===== src/hdl/fmdm_pkg.sv =====
// Shared types, constants and helper functions of the frame difference motion mask.
// Used by every module of the block; depends on nothing else.
package fmdm_pkg;

	localparam int MAX_WIDTH = 64;
	localparam int MAX_HEIGHT = 64;
	localparam int STORE_DEPTH = MAX_WIDTH * MAX_HEIGHT;
	localparam int ADDR_W = $clog2(STORE_DEPTH);
	localparam int PIX_W = 8;
	localparam int DIM_W = 7;
	localparam int CFG_IDX_W = 2;

	localparam int QUEUE_DEPTH = 4;
	localparam int QPTR_W = $clog2(QUEUE_DEPTH);
	localparam int QCNT_W = $clog2(QUEUE_DEPTH + 1);

	localparam int OUT_DEPTH = 4;
	localparam int OPTR_W = $clog2(OUT_DEPTH);
	localparam int OCNT_W = $clog2(OUT_DEPTH + 1);

	localparam logic [PIX_W-1:0] DEFAULT_THRESHOLD = 8'd16;
	localparam logic [DIM_W-1:0] DEFAULT_WIDTH = DIM_W'(MAX_WIDTH);
	localparam logic [DIM_W-1:0] DEFAULT_HEIGHT = DIM_W'(MAX_HEIGHT);

	localparam logic [CFG_IDX_W-1:0] CFG_THRESHOLD = 2'd0;
	localparam logic [CFG_IDX_W-1:0] CFG_FRAME_WIDTH = 2'd1;
	localparam logic [CFG_IDX_W-1:0] CFG_FRAME_HEIGHT = 2'd2;

	localparam logic REQ_PIXEL = 1'b0;
	localparam logic REQ_READ = 1'b1;

	typedef struct packed {
		logic is_read;
		logic [PIX_W-1:0] pix;
		logic [ADDR_W-1:0] addr;
		logic last;
		logic have_ref;
	} cmd_t;

	typedef struct packed {
		logic mask_bit;
		logic frame_done;
		logic frame_motion;
		logic [PIX_W-1:0] frame_max_diff;
	} res_t;

	typedef struct packed {
		logic valid;
		logic full;
		logic [QCNT_W-1:0] count;
	} qstat_t;

	function automatic logic [DIM_W-1:0] clamp_dim(input logic [DIM_W-1:0] v,
			input logic [DIM_W-1:0] limit);
		logic [DIM_W-1:0] r;
		r = v;
		if (v == '0) begin
			r = DIM_W'(1);
		end else if (v > limit) begin
			r = limit;
		end
		return r;
	endfunction

endpackage


===== src/hdl/fmdm_queue.sv =====
// Four-entry command queue between the front end and the back end.
// Depends on fmdm_pkg for the command and status types.
module fmdm_queue (
	input  logic              clk,
	input  logic              arst_n,
	input  logic              push,
	input  fmdm_pkg::cmd_t    push_data,
	input  logic              pop,
	output fmdm_pkg::cmd_t    head,
	output fmdm_pkg::qstat_t  stat
);
	import fmdm_pkg::*;

	cmd_t entry_q [QUEUE_DEPTH];
	logic [QPTR_W-1:0] wr_ptr_q;
	logic [QPTR_W-1:0] rd_ptr_q;
	logic [QCNT_W-1:0] cnt_q;

	assign head = entry_q[rd_ptr_q];
	assign stat.valid = (cnt_q != '0);
	assign stat.full = (cnt_q == QCNT_W'(QUEUE_DEPTH));
	assign stat.count = cnt_q;

	always_ff @(posedge clk) begin
		if (push) begin
			entry_q[wr_ptr_q] <= push_data;
		end
	end

	always_ff @(posedge clk or negedge arst_n) begin
		if (!arst_n) begin
			wr_ptr_q <= '0;
			rd_ptr_q <= '0;
			cnt_q <= '0;
		end else begin
			if (push) begin
				wr_ptr_q <= wr_ptr_q + QPTR_W'(1);
			end
			if (pop) begin
				rd_ptr_q <= rd_ptr_q + QPTR_W'(1);
			end
			if (push && !pop) begin
				cnt_q <= cnt_q + QCNT_W'(1);
			end else if (pop && !push) begin
				cnt_q <= cnt_q - QCNT_W'(1);
			end
		end
	end

endmodule


===== config.mk =====
export PLATFORM = sky130hd
export DESIGN_NAME = fmdm_queue
export DESIGN_NICKNAME = d
export VERILOG_FILES = /design/src/hdl/fmdm_pkg.sv /design/src/hdl/fmdm_queue.sv
export SDC_FILE = /design/constraint.sdc
export NUM_CORES = 1
export LEC_CHECK = 0
export ABC_CLOCK_PERIOD_IN_PS = 3700
export BUFFER_PORTS_ARGS = -buffer_cell sky130_fd_sc_hd__buf_2
export CORE_ASPECT_RATIO = 2
export CORE_MARGIN = 10
export CORE_UTILIZATION = 60
export DETAILED_ROUTE_END_ITERATION = 8
export GPL_ROUTABILITY_DRIVEN = 0
export GPL_TIMING_DRIVEN = 0
export HOLD_SLACK_MARGIN = 0.15
export PLACE_DENSITY = 0.87
export SKIP_LAST_GASP = 1
export SYNTH_ARGS = -nofsm -noshare
export SYNTH_HDL_FRONTEND = slang
export SYNTH_SLANG_ARGS = --single-unit

===== constraint.sdc =====
create_clock -name clk -period 3.7 [get_ports clk]
set_input_delay 0.74 -clock clk [delete_from_list [all_inputs] [get_ports clk]]
set_output_delay 0.74 -clock clk [all_outputs]
set_load 0.02 [all_outputs]

==> flow_summary_export.csv <==
group,metric,value,unit
status,status,"complete, no violations",
pwr,pwr-share-seq,42.8,%
floorplan,num_rows,40,
global_routing,antenna_found_initial,1,
pwr,p_int,2.51,mW
cells_and_area,drive_gt1_share,41.3,%
timing,setup_tns,0,ns
clocking,cts_buffer_depth,2,
clocking,cts_hold_buf,0,
drt,wl_per_cell,21.0,µm
synth,synth_area,3760,µm²
clocking,cts_sinks,99,
timing,max_slew_margin,17.9,%
drt,finalWirelength,6500,µm
synth,synth-seq-cells,99,
synth,ys_warn_count,0,
worst_setup_path,critPathCaptureType,"output port",
cells_and_area,areaGrowthSynthToFinish,17.6,%
clocking,numCtsBuffers,9,
clocking,post_cts_resized,0,
pwr,p_leak,1.59,nW
drt,drcViolationCount,0,
clocking,postCtsSetupBuffers,0,
floorplan,die_x,76.0,µm
synth,ys_seq_area_share,78.2,%
synth,synthesis.nets,188,
pwr,pwr-share-comb,32.9,%
floorplan,core_area,6060,µm²
timing,fin_crit_sh,65.7,%
placement,numPortBuffers,54,
synth,synthDistinctLibCells,19,
pwr,power_density,824,nW/µm²
drt,first_pass_iters,4,
pwr,pwr-share-clk,24.3,%
floorplan,initial_core_util,62.0,%
pwr,netSwitchingPower,1.13,mW
timing,hold_violations,0,
global_routing,grt_max_degree,24,
global_routing,grt_pass1_wl,10300,µm
floorplan,dieArea,10000,µm²
worst_setup_path,crit_arrival,1.69,ns
timing,setup-violations-final,0,
flow_run,cap_violations,0,
drt,vias,1672,
clocking,htreeDepth,3,
clocking,clkLatencyLatePin,0.34,ns
timing,slew_violations,0,
floorplan,io_pins,55,
timing,fmax,411,MHz
cells_and_area,final_util,73.0,%
synth,avgSynthCellArea,24.2,µm²
clocking,clk_pin_slew,0.06,ns
clocking,ctsRootBufferMaster,"clkbuf_16",
pwr,vdd.ir_drop.worst,0.558,mV
worst_setup_path,criticalPathCategory,"reg2out",
floorplan,die_y,132,µm
worst_setup_path,cp.required,2.96,ns
cells_and_area,num-fill-cells,372,
timing,rsz0062_at_grt,"no",
timing,tightest_slew,1.23,ns
drt,ant_nets,0,
timing,finalClockSkew,0.00862,ns
clocking,cts_tree,"built",
global_routing,grt_pass1_vias,1936,
synth,syn_inst,155,
global_routing,grt_usage,13.5,%
drt,post_drt_via_cell_ratio,5.39,
worst_setup_path,path_max_fanout,10,
cells_and_area,nets,253,
hold_path,hold_class,"in2async",
global_routing,gr-total-overflow,0,
worst_setup_path,startpoint_type,"flop",
drt,drt_iter0_drc,146,
placement,dp_hpwl,4450,µm
timing,finalCriticalPeriod,2.43,ns
pwr,switching_share,31.1,%
## layout by cell type (no fill, tap or decap), drive strengths merged
master,n
edfxtp,92
buf,60
mux4,23
clkbuf,10
dfrtp,7
ha,5
inv,4
and2,4
xor2,4
clkinv,4
xnor2,2
nand2,2
diode,1
or3,1
nor3b,1
mux2,1
o21ai,1
nor2,1
fa,1
bufinv,1
clkinvlp,1
## cell type report
class                           count  area (µm²)  area share, %
Antenna cell                        1        2.50         0.0566
Buffer                              6        66.3           1.50
Clock buffer                       10         229           5.18
Clock inverter                      6        56.3           1.27
Inverter                            4        15.0          0.340
Multi-Input combinational cell     46         738           16.7
Sequential cell                    99        2940           66.5
Tap cell                           84         105           2.38
Timing Repair Buffer               54         270           6.11
## power by group through the flow
| stage | registers [mW] | clock network [mW] | logic [mW] |
|---|---|---|---|
| 2_1_floorplan | 1.57 | 0 | 0.851 |
| 3_3_place_gp | 1.56 | 0 | 1.21 |
| 3_5_place_dp | 1.59 | 0 | 1.23 |
| 4_1_cts | 1.56 | 0.897 | 1.23 |
| 5_1_grt | 1.58 | 0.938 | 1.29 |
| 6_report | 1.56 | 0.885 | 1.20 |
## cells by family (layout without fill, tap and decap cells)
family | after synthesis | after routing | share of synthesized area, %
flops | 99 | 99 | 78.2
mux | 24 | 24 | 14.6
buf+inv | 10 | 80 | 2.16
simple gates | 9 | 9 | 1.33
fa+ha+maj | 6 | 6 | 2.20
xor+xnor | 6 | 6 | 1.40
compound gates | 1 | 1 | 0.133
other cells | 0 | 1 | 0
## worst paths after layout
kind / start / end / slack [ns] / cells past startpoint
max: rd_ptr_q[0]$_DFFE_PN0P_ / head[5] / 1.27 / 4
min: arst_n / rd_ptr_q[1]$_DFFE_PN0P_ / 0.23 / 1
max reg2reg: wr_ptr_q[0]$_DFFE_PN0P_ / entry_q[0][11]$_DFFE_PP_ / 1.70 / 3
min reg2reg: wr_ptr_q[0]$_DFFE_PN0P_ / wr_ptr_q[0]$_DFFE_PN0P_ / 0.53 / 1
max in group asynchronous: arst_n / cnt_q[0]$_DFFE_PN0P_ / 3.30 / 1
min in group clk: wr_ptr_q[0]$_DFFE_PN0P_ / wr_ptr_q[0]$_DFFE_PN0P_ / 0.53 / 1
## worst max-delay path, cell delays in order (launching register included)
cell,delay (ns)
dfrtp_1,0.34
buf_6,0.15
buf_12,0.16
mux4_2,0.52
buf_2,0.18
## through the flow
step | cells | area [µm²] | power [mW] | setup slack (ns) | hold WS, ns
after floorplan | 155 | 3760 | 2.42 | 1.79 | 0.444
after global placement | 293 | 4130 | 2.77 | 1.39 | 0.485
after detailed placement | 293 | 4130 | 2.82 | 1.39 | 0.521
after CTS | 309 | 4420 | 3.70 | 1.24 | 0.229
after global routing | 310 | 4420 | 3.81 | 1.20 | 0.230
final | 310 | 4420 | 3.64 | 1.27 | 0.232
## sequential cells by signal, indices dropped and copies added (netlist names)
register	count
entry_q	92
wr_ptr_q	2
cnt_q	3
rd_ptr_q	2
## Yosys cell counts
master	number	share of area, %
and2_1	4	0.67
buf_12	2	1.1
buf_2	3	0.40
buf_6	1	0.30
dfrtp_1	7	4.7
edfxtp_1	92	74
fa_1	1	0.53
ha_1	5	1.7
inv_1	4	0.40
mux2_2	1	0.30
mux4_1	5	3.5
mux4_2	18	11
nand2_1	2	0.20
nor2_1	1	0.10
nor3b_1	1	0.20
o21ai_0	1	0.13
or3_1	1	0.17
xnor2_1	2	0.47
xor2_1	4	0.93
## per-layer routing
metal	vias up	part of all wire, %	global-route usage, %	wire (µm)
met2	41	56	23.5	3670
met1	853	37	13.6	2420
met3	12	3.6	3.76	236
met5	-	0	0	0
met4	0	2.6	8.47	172
li1	766	-	-	-
(Power assumes the default switching activity.)
