===== config.mk =====
export PLATFORM = sky130hd
export DESIGN_NAME = fmdm_front
export DESIGN_NICKNAME = d
export VERILOG_FILES = /design/src/hdl/fmdm_pkg.sv /design/src/hdl/fmdm_front.sv
export SDC_FILE = /design/constraint.sdc
export NUM_CORES = 1
export LEC_CHECK = 0
export BUFFER_PORTS_ARGS = -buffer_cell sky130_fd_sc_hd__buf_2
export CAP_MARGIN = 20
export CORE_UTILIZATION = 42
export CTS_BUF_LIST = sky130_fd_sc_hd__clkbuf_2
export DETAILED_ROUTE_END_ITERATION = 10
export PLACE_DENSITY = 0.67
export REMOVE_ABC_BUFFERS = 1
export SYNTH_ARGS = -nofsm -noshare
export SYNTH_HDL_FRONTEND = slang
export SYNTH_SLANG_ARGS = --single-unit

===== constraint.sdc =====
create_clock -name clk -period 12.3 [get_ports clk]
set_clock_uncertainty 0.1 [all_clocks]
set_input_delay 3.075 -clock clk [delete_from_list [all_inputs] [get_ports clk]]
set_output_delay 3.075 -clock clk [all_outputs]
set_load 0.02 [all_outputs]

===== src/hdl/fmdm_pkg.sv =====
// Shared types, constants and helper functions of the frame difference motion mask.
// Used by every module of the block; depends on nothing else.
package fmdm_pkg;

	localparam int MAX_WIDTH = 64;
	localparam int MAX_HEIGHT = 64;
	localparam int STORE_DEPTH = MAX_WIDTH * MAX_HEIGHT;
	localparam int ADDR_W = $clog2(STORE_DEPTH);
	localparam int PIX_W = 8;
	localparam int DIM_W = 7;
	localparam int CFG_IDX_W = 2;

	localparam int QUEUE_DEPTH = 4;
	localparam int QPTR_W = $clog2(QUEUE_DEPTH);
	localparam int QCNT_W = $clog2(QUEUE_DEPTH + 1);

	localparam int OUT_DEPTH = 4;
	localparam int OPTR_W = $clog2(OUT_DEPTH);
	localparam int OCNT_W = $clog2(OUT_DEPTH + 1);

	localparam logic [PIX_W-1:0] DEFAULT_THRESHOLD = 8'd16;
	localparam logic [DIM_W-1:0] DEFAULT_WIDTH = DIM_W'(MAX_WIDTH);
	localparam logic [DIM_W-1:0] DEFAULT_HEIGHT = DIM_W'(MAX_HEIGHT);

	localparam logic [CFG_IDX_W-1:0] CFG_THRESHOLD = 2'd0;
	localparam logic [CFG_IDX_W-1:0] CFG_FRAME_WIDTH = 2'd1;
	localparam logic [CFG_IDX_W-1:0] CFG_FRAME_HEIGHT = 2'd2;

	localparam logic REQ_PIXEL = 1'b0;
	localparam logic REQ_READ = 1'b1;

	typedef struct packed {
		logic is_read;
		logic [PIX_W-1:0] pix;
		logic [ADDR_W-1:0] addr;
		logic last;
		logic have_ref;
	} cmd_t;

	typedef struct packed {
		logic mask_bit;
		logic frame_done;
		logic frame_motion;
		logic [PIX_W-1:0] frame_max_diff;
	} res_t;

	typedef struct packed {
		logic valid;
		logic full;
		logic [QCNT_W-1:0] count;
	} qstat_t;

	function automatic logic [DIM_W-1:0] clamp_dim(input logic [DIM_W-1:0] v,
			input logic [DIM_W-1:0] limit);
		logic [DIM_W-1:0] r;
		r = v;
		if (v == '0) begin
			r = DIM_W'(1);
		end else if (v > limit) begin
			r = limit;
		end
		return r;
	endfunction

endpackage


===== src/hdl/fmdm_front.sv =====
// Front end: accepts requests, tracks the raster position and frame state,
// and turns each request into a command for the queue. Depends on fmdm_pkg.
module fmdm_front (
	input  logic                         clk,
	input  logic                         arst_n,
	input  logic                         in_valid,
	output logic                         in_ready,
	input  logic                         req_type,
	input  logic [fmdm_pkg::PIX_W-1:0]   pixel_value,
	input  logic [fmdm_pkg::ADDR_W-1:0]  read_index,
	input  logic [fmdm_pkg::DIM_W-1:0]   frame_width,
	input  logic [fmdm_pkg::DIM_W-1:0]   frame_height,
	input  logic                         q_full,
	input  logic                         clearing,
	output logic                         push,
	output fmdm_pkg::cmd_t               cmd
);
	import fmdm_pkg::*;

	logic [ADDR_W-1:0] pos_q;
	logic have_ref_q;
	logic [DIM_W-1:0] w;
	logic [DIM_W-1:0] h;
	logic [2*DIM_W-1:0] area;
	logic [2*DIM_W-1:0] area_m1;
	logic [ADDR_W-1:0] last_pos;
	logic frame_end;
	logic is_pixel;

	always_comb begin
		w = clamp_dim(frame_width, DIM_W'(MAX_WIDTH));
		h = clamp_dim(frame_height, DIM_W'(MAX_HEIGHT));
		area = {{DIM_W{1'b0}}, w} * {{DIM_W{1'b0}}, h};
		area_m1 = area - (2*DIM_W)'(1);
		last_pos = area_m1[ADDR_W-1:0];
		frame_end = (pos_q >= last_pos);
		is_pixel = (req_type == REQ_PIXEL);
	end

	assign in_ready = !q_full && !clearing;
	assign push = in_valid && in_ready;

	always_comb begin
		cmd.is_read = !is_pixel;
		cmd.pix = pixel_value;
		cmd.addr = is_pixel ? pos_q : read_index;
		cmd.last = is_pixel && frame_end;
		cmd.have_ref = have_ref_q;
	end

	always_ff @(posedge clk or negedge arst_n) begin
		if (!arst_n) begin
			pos_q <= '0;
			have_ref_q <= 1'b0;
		end else if (push && is_pixel) begin
			if (frame_end) begin
				pos_q <= '0;
				have_ref_q <= 1'b1;
			end else begin
				pos_q <= pos_q + ADDR_W'(1);
			end
		end
	end

endmodule


==> out/results.ini <==
[outcome]
status=complete, but fails checks
violations=design-rule violations

[clock_network]
cts_resized=0
worstSkewPairLatency_ns=0.27
numCtsBuffers=3
clk_pin_slew_ns=0.13
hold_buffers=0
ctsRootBufferMaster=clkbuf_2
cts-htree-levels=1
cts.sinks=13
cts_tree=built
cts_max_path_buffers=2
cts_setup_buffers=0

[timing]
grt_setup_unrepaired=no
setup_tns_ns=0
period_minus_slack_ns=11.95
drv_slew=0
slew_headroom=0.4374
hold_violations=0
fmax_ghz=0.08372
fin_crit_sh=0.9711
worstMarginPinSlew_ns=0.8389
setup_violations=0

[die]
core-area_mm2=0.006459
die_h_um=84.69
dieWidth_um=84.69
ios=65
fp.dieArea_mm2=0.007172
initial_core_util=0.4446
rows=29

[route]
dr.pass1.iters=9
drc=1
postRouteAntennaNets=0
vias_per_cell=5.318
wl_um=6044
drt-wirelength-per-cell_um=13.08
via_count=2457
drt_iter0_markers=198

[logic_synthesis]
synth_ff_type=dfrtp_1
synth_warnings=0
synth-async-reset-ratio=1.000
ys_ff_latch=13
yosysUniqueCellTypes=46
postSynthAreaPerCell_um2=8.181
syn_inst=351
syn_area_mm2=0.002872
ys_seq_area_frac=0.1133
synth_edf_count=0

[worst_setup_path]
cp.arrival_ns=8.77
r2r-end=pos_q[0]$_DFFE_PN0P_
critPathLaunchType=primary input
r2r-start=pos_q[1]$_DFFE_PN0P_
timing_worst_setup_path_type=primary input to output port
endpoint_kind=output port
path_max_fanout=13
worst_ep_required_time_ns=9.12
r2r_cells=6
regToRegSetupSlack_ns=9.84

[final_layout]
antennaDiodeCount=0
layout.nets=493
fin_util=0.4830
final_cells=462
seq_area_um2=325.3
fillers=646
multi_input_area_mm2=0.002178
synthToLayoutAreaGrowth_pct=8.627
drive_gt1_frac=0.1766

[grt]
overflow=0
grt_util_all_layers=0.1754
grt_pass1_vias=2337
met2_usage=0.2949
grt_pass1_wl_um=10380
use_met3=0.03540
grt_max_degree=23
antenna_found_initial=0
grt-busiest-layer=met2
grt_util_met1=0.2424

[flow_run]
cap_viol_max_count=0

[pwr]
leakagePower_uw=0.001692
power_density_mw_per_mm2=107.6
max-vdd-ir-drop_v=0.00004328

[placement]
hpwl_um=5013
gp_congestion=0.8825
port_buffers=48
dp_cells=458

[min_path]
hp-class=register to register
worstHoldEndpoint=have_ref_q$_DFFE_PN0P_
min_from=have_ref_q$_DFFE_PN0P_
min_path_cells=1

Yosys cell counts, types with 2 or more instances:
| cell | number | area [µm²] |
|---|---|---|
| mux2_2 | 6 | 67.56 |
| xnor2_1 | 7 | 61.31 |
| nor2b_1 | 4 | 25.02 |
| or4_1 | 2 | 15.01 |
| nand2_1 | 25 | 93.84 |
| inv_1 | 64 | 240.2 |
| ha_1 | 38 | 475.5 |
| o21ai_0 | 12 | 60.06 |
| a21oi_1 | 13 | 65.06 |
| nor3b_1 | 5 | 37.54 |
| a31oi_1 | 7 | 43.79 |
| nand2b_1 | 6 | 37.54 |
| and3_1 | 18 | 112.6 |
| o22ai_1 | 4 | 25.02 |
| buf_2 | 3 | 15.01 |
| xor2_1 | 8 | 70.07 |
| buf_4 | 10 | 75.07 |
| nand4_1 | 6 | 37.54 |
| mux2i_1 | 2 | 20.02 |
| fa_1 | 29 | 580.6 |
| clkbuf_1 | 6 | 22.52 |
| dfrtp_1 | 13 | 325.3 |
| a21o_1 | 2 | 15.01 |
| nor2_1 | 26 | 97.59 |
| nand3_1 | 14 | 70.07 |
layout by cell type, fill, tap and decap left out, types with 5 or more instances in the layout:
cell      instances
inv_1            64
xor2_1            8
nand4_1           6
o21ai_0          12
nand2_1          25
nor2_1           26
a31oi_1           7
ha_1             38
xnor2_1           7
nand3_1          14
nand2b_1          6
buf_2            48
fa_1             29
and3_1           18
a21oi_1          13
dfrtp_1          13
nor3b_1           5
mux2_2            6
report_power, final:
| part | total [µW] | switching (µW) | internal [µW] |
|---|---|---|---|
| sequential | 68.7 | 14.3 | 54.4 |
| combinational | 244 | 141 | 103 |
| clock | 23.2 | 14.6 | 8.62 |
area by class of cell:
cell class,instances,area share
multi-input cells,253,0.6984
clock buffers,4,0.006418
repair buffers,50,0.08183
inverters,65,0.07822
flip-flops and latches,13,0.1043
well taps,77,0.03089
critical path, stage by stage:
cell and delay, ns:
buf_2 0.14, or4_1 0.55, nor2_2 0.12, o21a_2 0.17, nand2_1 0.07, ha_1 0.32, fa_1 0.55, inv_1 0.06
fa_1 0.53, inv_1 0.05, fa_1 0.53, inv_1 0.04, ha_1 0.35, nand3_1 0.09, o2111ai_1 0.31, nand4_1 0.14
a21oi_1 0.19, xnor2_1 0.09, ha_1 0.32, nand4_1 0.15, nor4_2 0.32, o31ai_2 0.24, a21oi_1 0.19, buf_2 0.18
worst max path at each step:
stage,startpoint,to,slack (ns),cells after the start
floorplan,frame_width[2],cmd[1],0.78,22
global placement,frame_width[2],cmd[1],0.49,24
detailed placement,frame_width[2],cmd[1],0.34,24
CTS,frame_width[2],cmd[1],0.34,24
global route,frame_width[2],cmd[1],0.01,24
finish,frame_width[2],cmd[1],0.35,24
kinds of logic after synthesis:
family / Yosys count / share of synthesized area
AOI/OAI and AO/OA: 50 / 0.1107
xor gates and xnor gates: 15 / 0.04575
adders and majority gates: 67 / 0.3678
buffers and inverters: 85 / 0.1281
DFF: 13 / 0.1133
muxes: 8 / 0.03050
and+or+nand+nor: 113 / 0.2039
sequential cells by signal (all words and copies together) (netlist names):
| signal | flops |
|---|---|
| have_ref_q | 1 |
| pos_q | 12 |
per-layer routing:
layer	wire length, µm	part of all wire
met4	23	0.0038
met2	2991	0.49
met5	0	0
met3	304	0.050
met1	2724	0.45
metrics by stage:
step	hold slack, ns	total power (µW)	setup slack, ns	cell area, µm²
finish	0.3711	335.6	0.3550	3119
global route	0.4109	379.9	0.01291	3119
CTS	0.3721	339.4	0.3371	3119
detailed placement	0.3423	315.1	0.3387	3099
global placement	0.3360	307.5	0.4887	3099
floorplan	0.4013	251.8	0.7752	2748
(Power assumes the default switching activity.)
